<file path="config.mk">
export PLATFORM = sky130hd
export DESIGN_NAME = running_average_filter_flat
export DESIGN_NICKNAME = d
export VERILOG_FILES = /design/src/rtl/raf_pkg.sv /design/src/rtl/raf_sample_if.sv /design/src/rtl/raf_average_if.sv /design/src/rtl/raf_div.sv /design/src/rtl/running_average_filter.sv /design/src/flat_wrapper.sv
export SDC_FILE = /design/constraint.sdc
export NUM_CORES = 1
export LEC_CHECK = 0
export BUFFER_PORTS_ARGS = -buffer_cell sky130_fd_sc_hd__buf_2
export CORE_ASPECT_RATIO = 0.9
export CORE_UTILIZATION = 55
export CTS_CLUSTER_DIAMETER = 40
export CTS_CLUSTER_SIZE = 30
export DETAILED_ROUTE_END_ITERATION = 8
export PLACE_DENSITY = 0.74
export SLEW_MARGIN = 40
export SYNTH_ARGS = -nofsm -noshare
export SYNTH_HDL_FRONTEND = slang
export SYNTH_SLANG_ARGS = --single-unit
</file>
<file path="constraint.sdc">
create_clock -name clk_i -period 4.6 [get_ports clk_i]
set_input_delay 0.92 -clock clk_i [delete_from_list [all_inputs] [get_ports clk_i]]
set_output_delay 0.92 -clock clk_i [all_outputs]
set_load 0.01 [all_outputs]
</file>
<file path="src/rtl/raf_pkg.sv">
// ----------------------------------------------------------------------------
// raf_pkg
// Shared widths and control types of the running average filter.
// ----------------------------------------------------------------------------
`default_nettype none

package raf_pkg;

  localparam int SAMPLE_W = 32;
  localparam int AVG_W    = 32;

  // divider control from the sequencer
  typedef struct packed {
    logic start;
  } div_ctrl_t;

  // divider status back to the sequencer
  typedef struct packed {
    logic busy;
    logic done;
  } div_stat_t;

endpackage

`default_nettype wire

</file>
<file path="src/rtl/raf_sample_if.sv">
// ----------------------------------------------------------------------------
// raf_sample_if
// Valid/ready channel that carries one input sample per request.
// ----------------------------------------------------------------------------
`default_nettype none

interface raf_sample_if;

  logic                                valid;
  logic                                ready;
  logic signed [raf_pkg::SAMPLE_W-1:0] sample;

  modport source (output valid, output sample, input ready);
  modport sink   (input valid, input sample, output ready);

endinterface

`default_nettype wire

</file>
<file path="src/rtl/raf_average_if.sv">
// ----------------------------------------------------------------------------
// raf_average_if
// Valid/ready channel that carries one average per request.
// ----------------------------------------------------------------------------
`default_nettype none

interface raf_average_if;

  logic                             valid;
  logic                             ready;
  logic signed [raf_pkg::AVG_W-1:0] average;

  modport source (output valid, output average, input ready);
  modport sink   (input valid, input average, output ready);

endinterface

`default_nettype wire

</file>
<file path="src/rtl/raf_div.sv">
// ----------------------------------------------------------------------------
// raf_div
// Bit-serial restoring divider: signed dividend by unsigned nonzero divisor,
// quotient truncated toward zero, one quotient bit per cycle.
// ----------------------------------------------------------------------------
`default_nettype none

module raf_div #(
  parameter int DIVIDEND_W = 37,
  parameter int DIVISOR_W  = 5
) (
  input  wire                          clk_i,
  input  wire                          rst_ni,
  input  raf_pkg::div_ctrl_t           ctrl_i,
  input  wire signed [DIVIDEND_W-1:0]  dividend_i,
  input  wire        [DIVISOR_W-1:0]   divisor_i,
  output raf_pkg::div_stat_t           stat_o,
  output logic signed [DIVIDEND_W-1:0] quotient_o
);

  localparam int ITER_W = $clog2(DIVIDEND_W + 1);

  logic                  busy_q, done_q, neg_q;
  logic [ITER_W-1:0]     iter_q;
  logic [DIVIDEND_W-1:0] quo_q, quo_d;
  logic [DIVISOR_W-1:0]  rem_q, rem_d, dvs_q;
  logic [DIVISOR_W:0]    trial;
  logic [DIVISOR_W:0]    diff;
  logic [DIVIDEND_W-1:0] mag;

  // magnitude of the dividend; the most negative value maps to itself unsigned
  assign mag = dividend_i[DIVIDEND_W-1] ? (~dividend_i + 1'b1) : dividend_i;

  // one restoring step
  always_comb begin
    trial = {rem_q, quo_q[DIVIDEND_W-1]};
    diff  = trial - {1'b0, dvs_q};
    if (trial >= {1'b0, dvs_q}) begin
      rem_d = diff[DIVISOR_W-1:0];
      quo_d = {quo_q[DIVIDEND_W-2:0], 1'b1};
    end else begin
      rem_d = trial[DIVISOR_W-1:0];
      quo_d = {quo_q[DIVIDEND_W-2:0], 1'b0};
    end
  end

  always_ff @(posedge clk_i or negedge rst_ni) begin
    if (!rst_ni) begin
      busy_q <= 1'b0;
      done_q <= 1'b0;
      iter_q <= '0;
    end else if (ctrl_i.start) begin
      busy_q <= 1'b1;
      done_q <= 1'b0;
      iter_q <= ITER_W'(DIVIDEND_W);
    end else if (busy_q) begin
      iter_q <= iter_q - 1'b1;
      if (iter_q == ITER_W'(1)) begin
        busy_q <= 1'b0;
        done_q <= 1'b1;
      end
    end
  end

  always_ff @(posedge clk_i) begin
    if (ctrl_i.start) begin
      neg_q <= dividend_i[DIVIDEND_W-1];
      quo_q <= mag;
      rem_q <= '0;
      dvs_q <= divisor_i;
    end else if (busy_q) begin
      quo_q <= quo_d;
      rem_q <= rem_d;
    end
  end

  assign stat_o.busy = busy_q;
  assign stat_o.done = done_q;
  assign quotient_o  = neg_q ? -$signed(quo_q) : $signed(quo_q);

endmodule

`default_nettype wire

</file>
<file path="src/rtl/running_average_filter.sv">
// ----------------------------------------------------------------------------
// running_average_filter
// Moving average over the last WINDOW_SIZE signed 32-bit samples.
// ----------------------------------------------------------------------------
// Each accepted sample replaces the oldest entry of a ring memory, updates a
// running sum and yields one result: the sum divided by the number of samples
// taken so far (saturating at WINDOW_SIZE), truncated toward zero. Until the
// window has filled, the missing entries count as zero. After acceptance the
// sequencer removes the oldest entry from the sum, adds the new sample, launches
// the bit-serial divider, which retires one quotient bit per cycle over the
// SUM_W-bit sum, and loads the result. The input is ready only while
// the sequencer is idle. The result sits in an output register, so a new
// sample is taken while the previous average still waits downstream. No
// clearing pass is needed after reset: the ring is filled in write order, so
// the fill count tells which entries hold data.
// ----------------------------------------------------------------------------
`default_nettype none

module running_average_filter #(
  parameter int WINDOW_SIZE = 20
) (
  input  wire                  clk_i,
  input  wire                  rst_ni,
  raf_sample_if.sink           smp_i,
  raf_average_if.source        avg_o
);

  localparam int POS_W = (WINDOW_SIZE > 1) ? $clog2(WINDOW_SIZE) : 1;
  localparam int CNT_W = $clog2(WINDOW_SIZE + 1);
  localparam int SUM_W = raf_pkg::SAMPLE_W + $clog2(WINDOW_SIZE);

  // sequencer states
  localparam logic [2:0] ST_IDLE  = 3'd0;  // waiting for a sample
  localparam logic [2:0] ST_SUB   = 3'd1;  // remove the oldest entry from the sum
  localparam logic [2:0] ST_ADD   = 3'd2;  // add the new sample, store it
  localparam logic [2:0] ST_START = 3'd3;  // launch the divider
  localparam logic [2:0] ST_DIV   = 3'd4;  // wait for quotient, load output

  logic [2:0]                          state_q, state_d;
  logic [POS_W-1:0]                    pos_q;
  logic [CNT_W-1:0]                    cnt_q;
  logic signed [SUM_W-1:0]             sum_q;
  logic signed [raf_pkg::SAMPLE_W-1:0] sample_q;
  logic signed [raf_pkg::SAMPLE_W-1:0] rd_q;
  logic signed [raf_pkg::SAMPLE_W-1:0] ring_mem [WINDOW_SIZE];
  logic signed [SUM_W-1:0]             old_ext;
  logic                                full;
  logic                                in_req;
  logic                                out_load;
  logic                                out_valid_q;
  logic signed [raf_pkg::AVG_W-1:0]    avg_q;
  raf_pkg::div_ctrl_t                  div_ctrl;
  raf_pkg::div_stat_t                  div_stat;
  logic signed [SUM_W-1:0]             div_quo;

  assign in_req  = smp_i.valid && smp_i.ready;
  assign full    = (cnt_q == CNT_W'(WINDOW_SIZE));
  // entries beyond the fill count were never written and count as zero
  assign old_ext = full ? SUM_W'(rd_q) : '0;

  assign smp_i.ready = (state_q == ST_IDLE);

  // output register frees up when the waiting average is taken
  assign out_load = (state_q == ST_DIV) && div_stat.done &&
                    (!out_valid_q || avg_o.ready);

  always_comb begin
    state_d = state_q;
    unique case (state_q)
      ST_IDLE:  if (in_req) state_d = ST_SUB;
      ST_SUB:   state_d = ST_ADD;
      ST_ADD:   state_d = ST_START;
      ST_START: state_d = ST_DIV;
      ST_DIV:   if (out_load) state_d = ST_IDLE;
      default:  state_d = ST_IDLE;
    endcase
  end

  always_ff @(posedge clk_i or negedge rst_ni) begin
    if (!rst_ni) begin
      state_q <= ST_IDLE;
      pos_q   <= '0;
      cnt_q   <= '0;
      sum_q   <= '0;
    end else begin
      state_q <= state_d;
      if (state_q == ST_SUB) begin
        sum_q <= sum_q - old_ext;
      end
      if (state_q == ST_ADD) begin
        sum_q <= sum_q + SUM_W'(sample_q);
        pos_q <= (pos_q == POS_W'(WINDOW_SIZE - 1)) ? '0 : pos_q + 1'b1;
        if (!full) begin
          cnt_q <= cnt_q + 1'b1;
        end
      end
    end
  end

  // sample holding register
  always_ff @(posedge clk_i) begin
    if (in_req) begin
      sample_q <= smp_i.sample;
    end
  end

  // ring memory: read the oldest entry on accept, overwrite it with the new sample in the add state
  always_ff @(posedge clk_i) begin
    if (in_req) begin
      rd_q <= ring_mem[pos_q];
    end
    if (state_q == ST_ADD) begin
      ring_mem[pos_q] <= sample_q;
    end
  end

  assign div_ctrl.start = (state_q == ST_START);

  raf_div #(
    .DIVIDEND_W (SUM_W),
    .DIVISOR_W  (CNT_W)
  ) u_div (
    .clk_i      (clk_i),
    .rst_ni     (rst_ni),
    .ctrl_i     (div_ctrl),
    .dividend_i (sum_q),
    .divisor_i  (cnt_q),
    .stat_o     (div_stat),
    .quotient_o (div_quo)
  );

  // output register
  always_ff @(posedge clk_i or negedge rst_ni) begin
    if (!rst_ni) begin
      out_valid_q <= 1'b0;
    end else if (out_load) begin
      out_valid_q <= 1'b1;
    end else if (avg_o.ready) begin
      out_valid_q <= 1'b0;
    end
  end

  always_ff @(posedge clk_i) begin
    if (out_load) begin
      avg_q <= div_quo[raf_pkg::AVG_W-1:0];
    end
  end

  assign avg_o.valid   = out_valid_q;
  assign avg_o.average = avg_q;

  // fill count saturates at the window size
  a_cnt_range: assert property (@(posedge clk_i) disable iff (!rst_ni)
    int'(cnt_q) <= WINDOW_SIZE)
    else $error("fill count beyond window");

  // while filling, the write position tracks the fill count
  a_pos_fill: assert property (@(posedge clk_i) disable iff (!rst_ni)
    !full |-> int'(pos_q) == int'(cnt_q))
    else $error("write position out of step with fill count");

  // divider only runs while the sequencer waits for it
  a_div_busy: assert property (@(posedge clk_i) disable iff (!rst_ni)
    div_stat.busy |-> state_q == ST_DIV)
    else $error("divider busy outside divide state");

  // an accepted sample always starts the update sequence
  a_accept_seq: assert property (@(posedge clk_i) disable iff (!rst_ni)
    in_req |=> state_q == ST_SUB)
    else $error("accepted sample did not start update");

endmodule

`default_nettype wire
</file>
<file path="src/flat_wrapper.sv">
// flat-port wrapper written by rule: the top's interface ports become plain ports
module running_average_filter_flat 
#(
  parameter int WINDOW_SIZE = 20
)
  (clk_i, rst_ni, smp_i_valid, smp_i_sample, smp_i_ready, avg_o_valid, avg_o_average, avg_o_ready);
  raf_sample_if smp_i_i ();
  raf_average_if avg_o_i ();
  input  wire clk_i;
  input  wire rst_ni;
  input wire logic [$bits(smp_i_i.valid)-1:0] smp_i_valid;
  input wire logic [$bits(smp_i_i.sample)-1:0] smp_i_sample;
  output wire logic [$bits(smp_i_i.ready)-1:0] smp_i_ready;
  output wire logic [$bits(avg_o_i.valid)-1:0] avg_o_valid;
  output wire logic [$bits(avg_o_i.average)-1:0] avg_o_average;
  input wire logic [$bits(avg_o_i.ready)-1:0] avg_o_ready;
  assign smp_i_i.valid = smp_i_valid;
  assign smp_i_i.sample = smp_i_sample;
  assign smp_i_ready = smp_i_i.ready;
  assign avg_o_valid = avg_o_i.valid;
  assign avg_o_average = avg_o_i.average;
  assign avg_o_i.ready = avg_o_ready;
  running_average_filter #(.WINDOW_SIZE(WINDOW_SIZE)) u_core (.clk_i(clk_i), .rst_ni(rst_ni), .smp_i(smp_i_i), .avg_o(avg_o_i));
endmodule
</file>
==> results.ini <==
[detailed_routing]
detailroute.via_count = 20600
drtAntennaViolNets = 0
initialDrtViolationCount = 2303
drcViolationCount = 0
wl_per_cell_um = 25.0
avgViaCountPerCell = 6.26
drtPass1Iterations = 5
finalWirelength_um = 82300

[clock_tree]
cts_made_buffers = 98
insertion_delay_ns = 0.66
cts.path.max_buffers = 3
cts_max_level = 3
cts_root_buf = clkbuf_16
clk_pin_slew_worst_paths_ns = 0.07
tritoncts = yes
cts_hold_buf = 0
cts.sink_count = 843

[worst_setup_path]
r2r_slack_ns = 0.26
worst-setup-path-type = reg -> reg
reg2reg_to = u_core.sum_q[25]
r2r_cells = 18
crit_fanout = 9
r2r-start = u_core.cnt_q[1]
crit_arrival_ns = 4.82
crit_path_end_kind = register
critPathLaunch = u_core.cnt_q[1]
worstSetupEndpoint = u_core.sum_q[25]
startpoint_type = register
worstPathRequired_ns = 5.08

[place]
gp_congestion = 0.927
dp.cells = 3113
dp_hpwl_um = 50600
io_buffers = 69

[layout]
fin_cells = 3296
antenna_cells = 0
drive_above_1_share_pct = 24.9
finalNetCount = 2451
syn2layout_area_growth_pct = 15.4

[yosys]
ys_async_sr_fraction_pct = 7.00
syn_nets = 2290
synthMuxAreaShare_pct = 12.1
yosysSeqAreaShare_pct = 69.0
synth_edf_count = 779
syn_area_mm2 = 0.0362
synth_compound_area_share_pct = 6.47
yosysTopAreaCellShare_pct = 64.6
ys.warnings.count = 0
synth_top_family_by_area = multiplexers
synthXorXnorAreaFrac_pct = 2.88
synth_top_cell_by_area = edfxtp_1
avgSynthCellArea_um2 = 16.5
synthTopCellsByArea = edfxtp_1 (65%), mux4_2 (10%), dfrtp_1 (4.1%)
ys.flop_type = edfxtp_1
synthCells = 2199
synth.ff_latch_count = 843
synth_fa_ha_area_share_pct = 1.94
synth-simple-area-share_pct = 6.21
synth_cell_types = 71

[pwr]
powerDensity_mw_per_mm2 = 660
ir_drop_v = 0.000394
p_leak_nw = 14.3

[sta]
skew_ns = 0.0386
finalCritPeriodShare_pct = 94.5
setup_violations = 0
finalMaxSlewViolations = 0
period_needed_ns = 4.34
worst_slew_pin_slew_ns = 0.838
relSlewSlack_pct = 44.1
hold_ws_ns = 0.315
hold_viol_final = 0
max_freq_mhz = 230

[global_routing]
grt_max_degree = 82
grt_pass1_wl_um = 125000
groute.usage.overall_pct = 25.1
globalRoute.totalOverflow = 0
antenna_found_initial = 1
grt_pass1_vias = 20700

[floorplanning]
num_io_pins = 70
die_area_mm2 = 0.0668
num_rows = 88
coreArea_mm2 = 0.0646
die_y_um = 245
start_util_pct = 56.0
die_w_um = 272

[hold_path]
hold_class = in -> async

[run_status]
status = finished clean

[job]
drv_cap = 0

## state kept, by name, summed over array words and instances (netlist names), 3 cells and up
| signal | count |
|---|---|
| u_core.u_div.rem_q | 5 |
| u_core.pos_q | 5 |
| u_core.ring_mem | 640 |
| u_core.cnt_q | 5 |
| u_core.sum_q | 37 |
| u_core.avg_o.average | 32 |
| u_core.state_q | 3 |
| u_core.u_div.dvs_q | 5 |
| u_core.u_div.quo_q | 37 |
| u_core.rd_q | 32 |
| u_core.u_div.iter_q | 6 |
| u_core.sample_q | 32 |
## placed cells by master (no fill, tap or decap), types with 8 or more instances in the layout
cell type,n
nor4_1,8
inv_6,14
inv_1,28
nand4_1,9
a21o_1,14
or3_1,23
buf_2,69
xnor2_1,62
a221o_1,31
o211ai_1,10
nor2_1,67
a31oi_1,10
buf_12,9
o21ai_0,135
and2_2,15
clkbuf_16,98
nand3_1,20
a21oi_1,55
o31ai_1,29
clkinv_1,11
mux2i_1,36
nand2b_1,16
clkinvlp_4,8
bufinv_16,15
a211oi_1,10
ha_1,52
xor2_1,57
o41ai_1,8
mux4_2,161
nand2_1,158
buf_4,90
mux2_2,34
edfxtp_1,779
dfrtp_1,54
or4_1,10
clkinv_4,19
nor3_1,57
## layer usage
metal / track usage, % / share of wire [%] / wire length [um]
met4: 7.75 / 2.6 / 2130
met3: 4.41 / 7.4 / 6120
met1: 35.7 / 42 / 34700
met5: 0 / 0.016 / 13
met2: 39.9 / 48 / 39400
## per-stage QoR
stage / setup WS [ns] / setup TNS [ns] / power (mW) / cell area (um^2) / utilization, %
finish: 0.255 / 0 / 27.6 / 41800 / 64.6
global route: -0.00400 / -0.00400 / 28.9 / 41800 / 64.6
CTS: 0.0241 / 0 / 27.6 / 41600 / 64.4
detailed placement: 0.00550 / 0 / 19.4 / 38200 / 59.0
global placement: 0.0531 / 0 / 19.2 / 38100 / 58.9
floorplan: 0.0472 / 0 / 16.8 / 36200 / -
## power breakdown
| group | switching [mW] | leakage (nW) | internal [mW] |
|---|---|---|---|
| clock | 3.27 | 1.67 | 4.85 |
| sequential | 1.22 | 7.86 | 9.78 |
| combinational | 4.57 | 4.74 | 3.86 |
| total | 9.06 | 14.3 | 18.5 |
## critical path, cell delays in order (launching register included)
cell and delay (ns):
dfrtp_1 0.39, inv_1 0.07, ha_1 0.19, and4b_2 0.30, nand2_1 0.11, ha_1 0.19, buf_4 0.17, o21ai_0 0.08
o21ai_0 0.22, a31oi_2 0.16, buf_4 0.18, ha_1 0.33, o2111ai_1 0.17, or4_1 0.56, a211oi_1 0.41, o21ai_2 0.16
o21ai_0 0.23, xnor2_1 0.15, o21ai_0 0.11
## area by class of cell
cell class,instances,area [um^2]
clock inverters,81,1000
repair buffers,172,1270
clock buffers,100,2460
flip-flops and latches,843,25000
well taps,855,1070
multi-input cells,1216,10900
inverters,29,109
fillers,4339,22900
## how the worst min path moves through the flow
stage,cells past startpoint,to,startpoint,slack [ns]
final,1,u_core.pos_q[0],rst_ni,0.31
after detailed placement,2,u_core.u_div.done_q,u_core.u_div.done_q,0.51
after floorplan,0,u_core.u_div.neg_q,u_core.sum_q[36],0.42
after global placement,0,u_core.u_div.dvs_q[1],u_core.cnt_q[1],0.49
after CTS,1,u_core.pos_q[0],rst_ni,0.30
after global routing,1,u_core.pos_q[0],rst_ni,0.33
## timing repair
action                                  CTS  global route
buffers inserted                          0             1
gates resized for setup                   1            25
endpoints found under the setup margin    1            11
pin swaps                                 0             2
## kinds of logic after synthesis
logic type | count (synthesis)
buf+inv | 140
mux | 231
fa+ha+maj | 55
compound gates | 360
flops | 843
xor+xnor | 119
simple gates | 451
## synthesized netlist by cell type (11+ instances only)
cell and count:
inv_1 28, a211oi_1 11, a31oi_1 13, ha_1 53
or4_1 11, and2_1 24, xor2_1 57, nor3_1 61
clkbuf_1 89, o21ai_0 138, buf_1 22, mux4_2 161
o31ai_1 29, dfrtp_1 59, or3_1 23, a21o_1 14
nand2_1 158, edfxtp_1 779, mux2_2 34, xnor2_1 62
mux2i_1 36, nor2_1 67, nand3_1 20, a21oi_1 61
nand2b_1 18, a221o_1 31
No activity file was read; power rests on OpenSTA's default activity.
